### src/rtl/pas_pkg.sv
// ----------------------------------------------------------------------------
// pas_pkg
// Shared codes and widths for the periodic alarm scheduler.
// ----------------------------------------------------------------------------
package pas_pkg;

  localparam int CNT_W = 32;
  localparam int PER_W = 16;
  localparam int OUT_SLOT_W = 3;

  typedef logic [1:0] op_t;

  localparam op_t OP_TICK  = 2'd0;
  localparam op_t OP_OPEN  = 2'd1;
  localparam op_t OP_CLOSE = 2'd2;

  // one table entry: handler flag above the period
  typedef struct packed {
    logic             hand;
    logic [PER_W-1:0] per;
  } entry_t;

endpackage

### src/rtl/periodic_alarm_scheduler.sv
// ----------------------------------------------------------------------------
// periodic_alarm_scheduler
// Alarm slot table in a synchronous memory, walked on each tick
// with a shared bit-serial modulo unit.
// ----------------------------------------------------------------------------
// Open, close and unused ops: accepted, no result.
// Tick: each slot is read and checked; an armed slot also runs 32
//   remainder steps and fires when the remainder is zero, then the held
//   hit is flushed; a stalled output holds the walk.
//   The bit-serial modulo unit and single memory read port set its length.
// Reset clears the count, the per-slot valid bits and all control; table
// contents are undefined until written and read as zero until then.
module periodic_alarm_scheduler
  import pas_pkg::*;
#(
  parameter int SLOTS = 8
) (
  input  logic                  clk,
  input  logic                  rst,
  input  logic                  in_valid,
  output logic                  in_stall,
  input  logic [1:0]            op,
  input  logic [2:0]            slot,
  input  logic [PER_W-1:0]      period,
  input  logic                  has_handler,
  output logic                  out_valid,
  input  logic                  out_stall,
  output logic [OUT_SLOT_W-1:0] fired_slot,
  output logic                  last_of_tick
);

  // index width into the table, and a walk counter that can reach SLOTS
  localparam int SW = (SLOTS > 1) ? $clog2(SLOTS) : 1;
  localparam int KW = $clog2(SLOTS + 1);
  localparam int DCW = $clog2(CNT_W);

  localparam logic [2:0] S_IDLE  = 3'd0;
  localparam logic [2:0] S_RD    = 3'd1;
  localparam logic [2:0] S_CHK   = 3'd2;
  localparam logic [2:0] S_DIV   = 3'd3;
  localparam logic [2:0] S_HIT   = 3'd4;
  localparam logic [2:0] S_FLUSH = 3'd5;

  logic [2:0]       state;
  logic [CNT_W-1:0] tick_count;
  logic [KW-1:0]    k;
  logic [SW-1:0]    k_idx;

  // table storage; valid bits stand in for the all-zero reset
  entry_t           mem [SLOTS];
  logic [SLOTS-1:0] vld;
  entry_t           rd_data;
  logic             rd_vld;
  entry_t           ent;

  // modulo unit
  logic [CNT_W-1:0] div_num;
  logic [PER_W-1:0] div_per;
  logic [PER_W-1:0] rem;
  logic [DCW-1:0]   div_cnt;
  logic [PER_W:0]   rem_sh;
  logic [PER_W:0]   rem_sub;
  logic [PER_W-1:0] rem_next;

  // one held hit, so the last one of a tick can be marked
  logic [OUT_SLOT_W-1:0] pend_slot;
  logic                  pend_valid;

  logic          in_acc;
  logic          out_free;
  logic          out_load;
  logic          wr_en;
  logic [SW-1:0] slot_idx;

  assign in_stall = (state != S_IDLE);
  assign in_acc   = in_valid && !in_stall;
  assign out_free = !out_valid || !out_stall;
  // output register takes the held hit this cycle
  assign out_load = pend_valid && out_free && (state == S_HIT || state == S_FLUSH);
  assign k_idx    = k[SW-1:0];
  assign slot_idx = SW'({{SW{1'b0}}, slot});
  assign wr_en    = in_acc && (op == OP_OPEN || op == OP_CLOSE)
                    && ({3'b000, slot} < 6'(SLOTS));

  assign ent = rd_vld ? rd_data : '0;

  always_comb begin
    rem_sh  = {rem, div_num[CNT_W-1]};
    rem_sub = rem_sh - {1'b0, div_per};
    if (rem_sh >= {1'b0, div_per}) begin
      rem_next = rem_sub[PER_W-1:0];
    end else begin
      rem_next = rem_sh[PER_W-1:0];
    end
  end

  // memory: one write port for open/close, one registered read for the walk
  always_ff @(posedge clk) begin
    if (wr_en) begin
      if (op == OP_OPEN) begin
        mem[slot_idx] <= '{hand: has_handler, per: period};
      end else begin
        mem[slot_idx] <= '0;
      end
    end
    rd_data <= mem[k_idx];
  end

  always_ff @(posedge clk) begin
    if (rst) begin
      vld    <= '0;
      rd_vld <= 1'b0;
    end else begin
      if (wr_en) begin
        vld[slot_idx] <= 1'b1;
      end
      rd_vld <= vld[k_idx];
    end
  end

  // walk sequencer
  always_ff @(posedge clk) begin
    if (rst) begin
      state      <= S_IDLE;
      tick_count <= '0;
      k          <= '0;
      pend_valid <= 1'b0;
      out_valid  <= 1'b0;
    end else begin
      if (out_valid && !out_stall && !out_load) begin
        out_valid <= 1'b0;
      end
      case (state)
        S_IDLE: begin
          if (in_acc && op == OP_TICK) begin
            tick_count <= tick_count + 1'b1;
            k          <= '0;
            state      <= S_RD;
          end
        end
        S_RD: begin
          // read of slot k issues at this edge
          if (k == KW'(SLOTS)) begin
            state <= S_FLUSH;
          end else begin
            state <= S_CHK;
          end
        end
        S_CHK: begin
          if (ent.per != '0 && ent.hand) begin
            div_num <= tick_count;
            div_per <= ent.per;
            rem     <= '0;
            div_cnt <= DCW'(CNT_W - 1);
            state   <= S_DIV;
          end else begin
            k     <= k + 1'b1;
            state <= S_RD;
          end
        end
        S_DIV: begin
          rem     <= rem_next;
          div_num <= div_num << 1;
          div_cnt <= div_cnt - 1'b1;
          if (div_cnt == '0) begin
            if (rem_next == '0) begin
              state <= S_HIT;
            end else begin
              k     <= k + 1'b1;
              state <= S_RD;
            end
          end
        end
        S_HIT: begin
          // previous hit is not the last one; push it out, hold this one
          if (out_free) begin
            if (pend_valid) begin
              out_valid    <= 1'b1;
              fired_slot   <= pend_slot;
              last_of_tick <= 1'b0;
            end
            pend_slot  <= OUT_SLOT_W'({3'b000, k});
            pend_valid <= 1'b1;
            k          <= k + 1'b1;
            state      <= S_RD;
          end
        end
        S_FLUSH: begin
          if (!pend_valid) begin
            state <= S_IDLE;
          end else if (out_free) begin
            out_valid    <= 1'b1;
            fired_slot   <= pend_slot;
            last_of_tick <= 1'b1;
            pend_valid   <= 1'b0;
            state        <= S_IDLE;
          end
        end
        default: begin
          state <= S_IDLE;
        end
      endcase
    end
  end

  // a tick advances the count by exactly one
  a_tick_inc: assert property (@(posedge clk) disable iff (rst)
    in_acc && op == OP_TICK |=> tick_count == $past(tick_count) + 1'b1)
    else $error("tick count did not advance by one");

  // open, close and unused ops leave the count alone
  a_cfg_keep: assert property (@(posedge clk) disable iff (rst)
    in_acc && op != OP_TICK |=> $stable(tick_count))
    else $error("non-tick transaction changed tick count");

  // remainder stays below the divisor throughout the modulo
  a_rem_range: assert property (@(posedge clk) disable iff (rst)
    state == S_DIV |-> rem < div_per)
    else $error("modulo remainder out of range");

  // no held hit survives a finished walk
  a_pend_clear: assert property (@(posedge clk) disable iff (rst)
    state == S_IDLE |-> !pend_valid)
    else $error("held hit left over after tick");

endmodule
### config.mk
export PLATFORM = sky130hd
export DESIGN_NAME = periodic_alarm_scheduler
export DESIGN_NICKNAME = d
export VERILOG_FILES = /design/src/rtl/pas_pkg.sv /design/src/rtl/periodic_alarm_scheduler.sv
export SDC_FILE = /design/constraint.sdc
export NUM_CORES = 1
export LEC_CHECK = 0
export BUFFER_PORTS_ARGS = -buffer_cell sky130_fd_sc_hd__buf_2
export CORE_MARGIN = 4
export CORE_UTILIZATION = 45
export CTS_CLUSTER_SIZE = 14
export DETAILED_ROUTE_END_ITERATION = 16
export PLACE_DENSITY_LB_ADDON = 0.08
export SLEW_MARGIN = 25
export SYNTH_ARGS = -nofsm -noshare
export SYNTH_HDL_FRONTEND = slang
export SYNTH_SLANG_ARGS = --single-unit
### constraint.sdc
create_clock -name clk -period 4.2 [get_ports clk]
set_clock_uncertainty 0.15 [all_clocks]
set_input_delay 0.63 -clock clk [delete_from_list [all_inputs] [get_ports clk]]
set_output_delay 0.63 -clock clk [all_outputs]
set_load 0.1 [all_outputs]
After elaboration in Yosys (flattened, before gate mapping)
Memories as Yosys holds them, arrays and structs flattened. A register that Yosys moved wholly into a read port is not among the register bits.
Cells that the tools add are included.
{"block": "word_totals", "reg_bits": 126, "mem_bits_rw": 136, "inputBits": 26, "out_inout_bits": 6, "word_cells": 130, "memories": 1}
{"name": "mem", "words": 8, "word_bits": 17, "rd": 1, "rd_ports_with_merged_regs": 1, "wr": 1, "line_no": "periodic_alarm_scheduler.sv:50", "rtl": "entry_t mem [SLOTS];"}
{"block": "classes", "add_sub_neg": 4, "magnitude_cmp": 4, "eq_ne": 18, "n_mux": 53, "n_bitwise": 3, "reduce_logical": 33}
{"cell": "32-bit case mux with 2 select lines", "count": 1}
{"cell": "17-bit two-way mux", "count": 2}
{"cell": "3-bit two-way mux", "count": 11}
{"cell": "32-bit by 1-bit adder with 32-bit output, second input constant", "count": 1}
{"cell": "16-bit two-way mux", "count": 2}
{"cell": "32-bit two-way mux", "count": 1}
{"cell": "16-bit case mux with 2 select lines", "count": 1}
{"cell": "4-bit two-way mux", "count": 5}
{"cell": "1-bit two-way mux", "count": 19}
{"cell": "2-bit inequality test, second input constant", "count": 9}
{"cell": "3-bit case mux with 6 select lines", "count": 1}
{"cell": "17-bit by 16-bit greater-or-equal comparator with 1-bit output", "count": 1}
{"cell": "16-bit logical NOT", "count": 1}
{"cell": "4-bit case mux with 4 select lines", "count": 1}
{"cell": "16-bit nonzero test", "count": 1}
{"cell": "16-bit subtractor", "count": 1}
{"cell": "6-bit AND reduction", "count": 2}
{"cell": "5-bit case mux with 2 select lines", "count": 1}
{"cell": "1-bit logical AND", "count": 9}
{"cell": "3-bit AND reduction", "count": 3}
{"cell": "3-bit by 4-bit < comparator with 1-bit output, second input constant", "count": 2}
{"cell": "8-bit bitwise OR", "count": 1}
{"cell": "3-bit by 2-bit == test with 1-bit output, second input constant", "count": 2}
{"cell": "3-bit == test, second input constant", "count": 2}
{"cell": "26 further kinds", "count": 35}

Logic depth before layout (Yosys ltp)
{"block": "logic_depth", "word_depth": 10, "mapped_depth": 13, "mapped_depth_nobuf": 12}

Least setup slack after synthesis
Ideal clock, no wire load.
{"block": "synth_path", "path_type": "reg-to-reg", "from": "register state[1]", "to": "register div_cnt[0] (enable)", "setup_time_ps": 481, "arrival_ps": 3774, "setup_slack_ps": -205, "stages_incl_launch_ff": 6, "path_buffers": 2, "synth_period_minus_slack_ps": 4405, "cell_sequence": "dfxtp_1 clkbuf_1 nor2b_1 nand2_1 clkbuf_1 a21oi_1"}
{"block": "synth_between", "elab_chain_len": 3}
{"element": "start: declaration", "line_no": "periodic_alarm_scheduler.sv:44", "rtl": "logic [2:0] state;"}
{"element": "start signal: assignment", "line_no": "periodic_alarm_scheduler.sv:124", "rtl": "state <= S_IDLE;"}
{"element": "start signal: assignment", "line_no": "periodic_alarm_scheduler.sv:138", "rtl": "state <= S_RD;"}
{"element": "start signal: assignment", "line_no": "periodic_alarm_scheduler.sv:144", "rtl": "state <= S_FLUSH;"}
{"element": "3-bit by 2-bit == test with 1-bit output", "line_no": "periodic_alarm_scheduler.sv:133", "rtl": "case (state)"}
{"element": "2-bit inequality test (no line) or 2-bit nonzero test (tied branches)"}
{"element": "3-bit AND reduction (no line) *"}
{"element": "end signal: assignment", "line_no": "periodic_alarm_scheduler.sv:154", "rtl": "div_cnt <= DCW'(CNT_W - 1);"}
{"element": "end signal: assignment", "line_no": "periodic_alarm_scheduler.sv:164", "rtl": "div_cnt <= div_cnt - 1'b1;"}
{"element": "end: declaration", "line_no": "periodic_alarm_scheduler.sv:60", "rtl": "logic [DCW-1:0] div_cnt;"}
Mark *: on every way between the ends. The rest lies on a longest branch, timed or not.
A chain may end at the register's enable or synchronous reset.

Worst setup path in the final report
{"block": "layout_path", "from": "register div_num[31]", "to": "register k[3]"}
{"block": "layout_between", "elab_chain_len": 5}
{"element": "start: declaration", "line_no": "periodic_alarm_scheduler.sv:57", "rtl": "logic [CNT_W-1:0] div_num;"}
{"element": "start signal: assignment", "line_no": "periodic_alarm_scheduler.sv:151", "rtl": "div_num <= tick_count;"}
{"element": "start signal: assignment", "line_no": "periodic_alarm_scheduler.sv:163", "rtl": "div_num <= div_num << 1;"}
{"element": "16-bit subtractor or 17-bit by 16-bit greater-or-equal comparator with 1-bit output (tied branches)", "line_no": "periodic_alarm_scheduler.sv:89, periodic_alarm_scheduler.sv:90"}
{"element": "16-bit two-way mux *", "line_no": "periodic_alarm_scheduler.sv:90", "rtl": "if (rem_sh >= {1'b0, div_per}) begin"}
{"element": "16-bit logical NOT *", "line_no": "periodic_alarm_scheduler.sv:166", "rtl": "if (rem_next == '0) begin"}
{"element": "2-bit inequality test (no line) *"}
{"element": "6-bit AND reduction (no line) *"}
{"element": "end signal: assignment", "line_no": "periodic_alarm_scheduler.sv:157", "rtl": "k <= k + 1'b1;"}
{"element": "end signal: assignment", "line_no": "periodic_alarm_scheduler.sv:169", "rtl": "k <= k + 1'b1;"}
{"element": "end signal: assignment", "line_no": "periodic_alarm_scheduler.sv:184", "rtl": "k <= k + 1'b1;"}
{"element": "end: declaration", "line_no": "periodic_alarm_scheduler.sv:46", "rtl": "logic [KW-1:0] k;"}
Marks and branches as above.

==> run_summary.xml <==
<?xml version="1.0" encoding="UTF-8"?>
<metrics>
  <group name="run">
    <metric name="cap_violations" unit="">0</metric>
  </group>
  <group name="synthesis">
    <metric name="synth_compound_gate_area_share" unit="%">5.065</metric>
    <metric name="yosys.area_share.simple" unit="%">15.57</metric>
    <metric name="netlist_area" unit="mm^2">0.01215</metric>
    <metric name="synthesis.yosys.warnings" unit="">0</metric>
    <metric name="yosysSeqAreaShare" unit="%">63.42</metric>
    <metric name="synthXorXnorAreaFrac" unit="%">2.594</metric>
    <metric name="postSynth.asyncResetShare" unit="%">0</metric>
    <metric name="prevailing_post_synth_register_cell" unit="">edfxtp_1</metric>
    <metric name="synth_edf_count" unit="">212</metric>
    <metric name="postSynthCellCount" unit="">962</metric>
    <metric name="main_combinational_cell_family_by_area_after_synthesis" unit="">simple AND/OR/NAND/NOR gates</metric>
    <metric name="synth-adder-area-share" unit="%">2.430</metric>
    <metric name="post_synth_mux_area_share" unit="%">8.741</metric>
    <metric name="yosys_register_bits" unit="">279</metric>
    <metric name="synth.net_count" unit="">1011</metric>
    <metric name="synth.lib_cells_used.distinct" unit="">60</metric>
    <metric name="synthesis.area_per_instance" unit="um^2">12.63</metric>
  </group>
  <group name="min_path">
    <metric name="min-delay-path-class" unit="">in -&gt; reg</metric>
    <metric name="hold_depth" unit="">3</metric>
  </group>
  <group name="global_route">
    <metric name="antenna_found_initial" unit="">0</metric>
    <metric name="grt_pass1_vias" unit="">7261</metric>
    <metric name="grt_start_max_net_pins" unit="">45</metric>
    <metric name="grt_pass1_wl" unit="um">39410</metric>
    <metric name="grt_util_all_layers" unit="%">16.81</metric>
    <metric name="grt_overflow" unit="">0</metric>
  </group>
  <group name="timing">
    <metric name="report.final.hold_viol_count" unit="">0</metric>
    <metric name="timing.final.crit_share" unit="%">88.03</metric>
    <metric name="timing.final.crit_period" unit="ns">3.697</metric>
    <metric name="max_slew_margin" unit="%">38.64</metric>
    <metric name="drv_slew" unit="">0</metric>
    <metric name="max_clock_freq" unit="MHz">270.5</metric>
    <metric name="number_of_endpoints_failing_setup_at_the_final_stage" unit="">0</metric>
    <metric name="worstMarginPinSlew" unit="ns">0.8973</metric>
    <metric name="totalNegativeSetupSlack" unit="ns">0</metric>
    <metric name="rsz_0062_raised_after_global_routing" unit="">no</metric>
    <metric name="final.setup.worst_slack" unit="ns">0.5027</metric>
  </group>
  <group name="route">
    <metric name="wl_per_cell" unit="um">17.95</metric>
    <metric name="first_iter_violations" unit="">447</metric>
    <metric name="dr_wl_met3" unit="um">663</metric>
    <metric name="routed_wl" unit="um">24540</metric>
    <metric name="ant_nets" unit="">0</metric>
    <metric name="vias_per_cell" unit="">5.353</metric>
    <metric name="highest_layer" unit="">met4</metric>
    <metric name="drtPass1Iterations" unit="">4</metric>
    <metric name="route.vias.total" unit="">7318</metric>
    <metric name="residual_drc" unit="">0</metric>
    <metric name="dr_wl_met2" unit="um">12010</metric>
    <metric name="routedLengthMet1" unit="um">11340</metric>
  </group>
  <group name="floorplanning">
    <metric name="die_area" unit="mm^2">0.02970</metric>
    <metric name="floorplan.die.width" unit="um">172.3</metric>
    <metric name="core-area" unit="mm^2">0.02628</metric>
    <metric name="core.rowCount" unit="">59</metric>
    <metric name="die_height" unit="um">172.3</metric>
    <metric name="initial_standard_cell_utilization_of_the_core" unit="%">46.24</metric>
    <metric name="ios" unit="">32</metric>
  </group>
  <group name="place">
    <metric name="numPortBuffers" unit="">31</metric>
    <metric name="place_hpwl" unit="um">15640</metric>
    <metric name="dp_slack" unit="ns">0.5115</metric>
    <metric name="place_congestion" unit="">0.8254</metric>
    <metric name="post-place-cells" unit="">1311</metric>
  </group>
  <group name="final_layout">
    <metric name="layout_cells_sized_above_1" unit="%">16.76</metric>
    <metric name="stdcell_count" unit="">1367</metric>
    <metric name="layout.filler_cells" unit="">2331</metric>
    <metric name="n_antenna_cell" unit="">0</metric>
    <metric name="area.growth.synth_to_final" unit="%">13.38</metric>
    <metric name="commonest_cells_after_routing_fill_and_taps_aside" unit="">edfxtp_1, nand2_1, nor2_1, dfxtp_1, mux4_2</metric>
    <metric name="finalCoreUtilization" unit="%">52.43</metric>
    <metric name="design.final.nets" unit="">1057</metric>
    <metric name="layout_commonest_cell" unit="">edfxtp_1</metric>
  </group>
  <group name="setup_path">
    <metric name="timing.critical_path.max_delay_family" unit="">compound AO/OA/AOI/OAI gates</metric>
    <metric name="cp.required" unit="ns">4.49</metric>
    <metric name="cp_max_fo" unit="">6</metric>
    <metric name="path_cells" unit="">inv_1, ha_1, fa_1, nand2b_1, a21oi_2, or4b_1, nand3_1, or4_1, o41a_1, a211oi_4, o211ai_2, a32o_1</metric>
    <metric name="timing.critical_path.slowest_cell_delay" unit="ns">0.55</metric>
    <metric name="timing.critical_path.to_type" unit="">flip-flop</metric>
    <metric name="worst_r2r_path_depth" unit="">12</metric>
    <metric name="worstPathArrival" unit="ns">3.99</metric>
    <metric name="crit_buf_inv" unit="">1</metric>
    <metric name="worstSetupPathDepth" unit="">12</metric>
    <metric name="crit_path_start_kind" unit="">flip-flop</metric>
    <metric name="timing.setup.critical_path_class" unit="">reg -&gt; reg</metric>
    <metric name="critical-path-slowest-cell" unit="">or4_1</metric>
  </group>
  <group name="clock_tree">
    <metric name="post_cts_resized" unit="">0</metric>
    <metric name="clock_insertion_delay_worst_skew" unit="ns">0.57</metric>
    <metric name="clock_path_buffers" unit="">3</metric>
    <metric name="tritoncts.num_buffers" unit="">30</metric>
    <metric name="cts.sinks" unit="">279</metric>
    <metric name="clkSlewWorstSetupHoldPaths" unit="ns">0.06</metric>
    <metric name="clock_tree_from_tritoncts" unit="">yes</metric>
    <metric name="postCtsSetupBuffers" unit="">0</metric>
    <metric name="cts.htree.levels" unit="">1</metric>
    <metric name="postCtsHoldBufs" unit="">0</metric>
    <metric name="clockRootBuffer" unit="">clkbuf_16</metric>
  </group>
  <group name="power_and_ir_drop">
    <metric name="pwr_density_cell" unit="mW/mm^2">431.1</metric>
    <metric name="power_total" unit="mW">5.940</metric>
    <metric name="vdd_drop_max" unit="mV">0.4287</metric>
    <metric name="leakagePower" unit="nW">4.858</metric>
  </group>
  <group name="status">
    <metric name="outcome" unit="">finished clean</metric>
  </group>
</metrics>
-- registers in the layout (all words and copies together) (netlist names) --
register / count
last_of_tick: 1
rd_vld: 1
k: 4
div_cnt: 5
rem: 16
state: 3
fired_slot: 3
rd_data: 17
out_valid: 1
div_per: 16
mem: 136
div_num: 32
pend_slot: 3
vld: 8
tick_count: 32
pend_valid: 1
-- layout make-up --
type	instances	area, um^2	area share [%]
timing repair buffer	53	332.8	2.415
multi-input combinational	613	4217	30.60
tap	335	419.2	3.042
inverter	31	116.4	0.8445
clock inverter	10	101.3	0.7355
clock buffer	46	883.3	6.411
sequential	279	7710	55.95
-- tightest hold or removal path, stage by stage --
cell and delay, ns:
buf_2 0.12, nand2_1 0.09, a21oi_1 0.07
-- cells in the mapped netlist (all sizes together) (3+ instances only) --
master	number	share of area [%]
a211oi	10	0.76
a21o	4	0.31
a21oi	30	1.3
a31oi	3	0.15
and2	27	1.4
and3	6	0.32
buf	6	0.21
clkbuf	33	1.0
dfxtp	67	11
edfxtp	212	52
ha	22	2.3
inv	31	0.96
mux2	17	1.6
mux2i	6	0.49
mux4	36	6.7
nand2	151	4.7
nand2b	10	0.51
nand3	22	0.91
nand4	18	0.93
nor2	90	2.8
nor2b	23	1.2
nor3	21	0.86
nor4	9	0.51
o211ai	5	0.35
o21ai	23	0.95
or2	4	0.21
or3	11	0.57
or4	4	0.25
xnor2	9	0.65
xor2	27	1.9
-- final timing paths --
check                             startpoint             to  slack [ns]
worst max-delay path             div_num[31]           k[3]        0.50
worst min-delay path               out_stall      out_valid        0.26
worst max register to register   div_num[31]           k[3]        0.50
worst min register to register  pend_slot[2]  fired_slot[2]        0.27
-- through the flow --
stage	cell area, um^2	hold slack [ns]
floorplan	12160	0.2503
global route	13780	0.2583
global placement	12790	0.2566
detailed placement	12790	0.2554
CTS	13780	0.2221
finish	13780	0.2562
-- kinds of logic (layout without fill, tap and decap cells) --
group,Yosys count,count (layout)
multiplexers,59,59
buffers and inverters,70,140
AO/OA/AOI/OAI,92,92
flip-flops,279,279
AND/OR/NAND/NOR,403,403
adder cells (fa/ha/maj),23,23
XOR/XNOR,36,36
-- per-layer routing --
| layer | vias to the layer above | global-route usage (%) |
|---|---|---|
| met5 | - | 0 |
| met4 | 0 | 4.170 |
| met3 | 33 | 2.263 |
| met2 | 103 | 28.55 |
| met1 | 3586 | 23.09 |
| li1 | 3596 | - |
-- power breakdown --
group          switching, mW  internal, mW  total (mW)
Clock                   1.05          1.52        2.57
Sequential            0.0289          3.02        3.05
Combinational          0.201         0.120       0.321
Total                   1.28          4.66        5.94
Power figures use the tool's default switching activity.
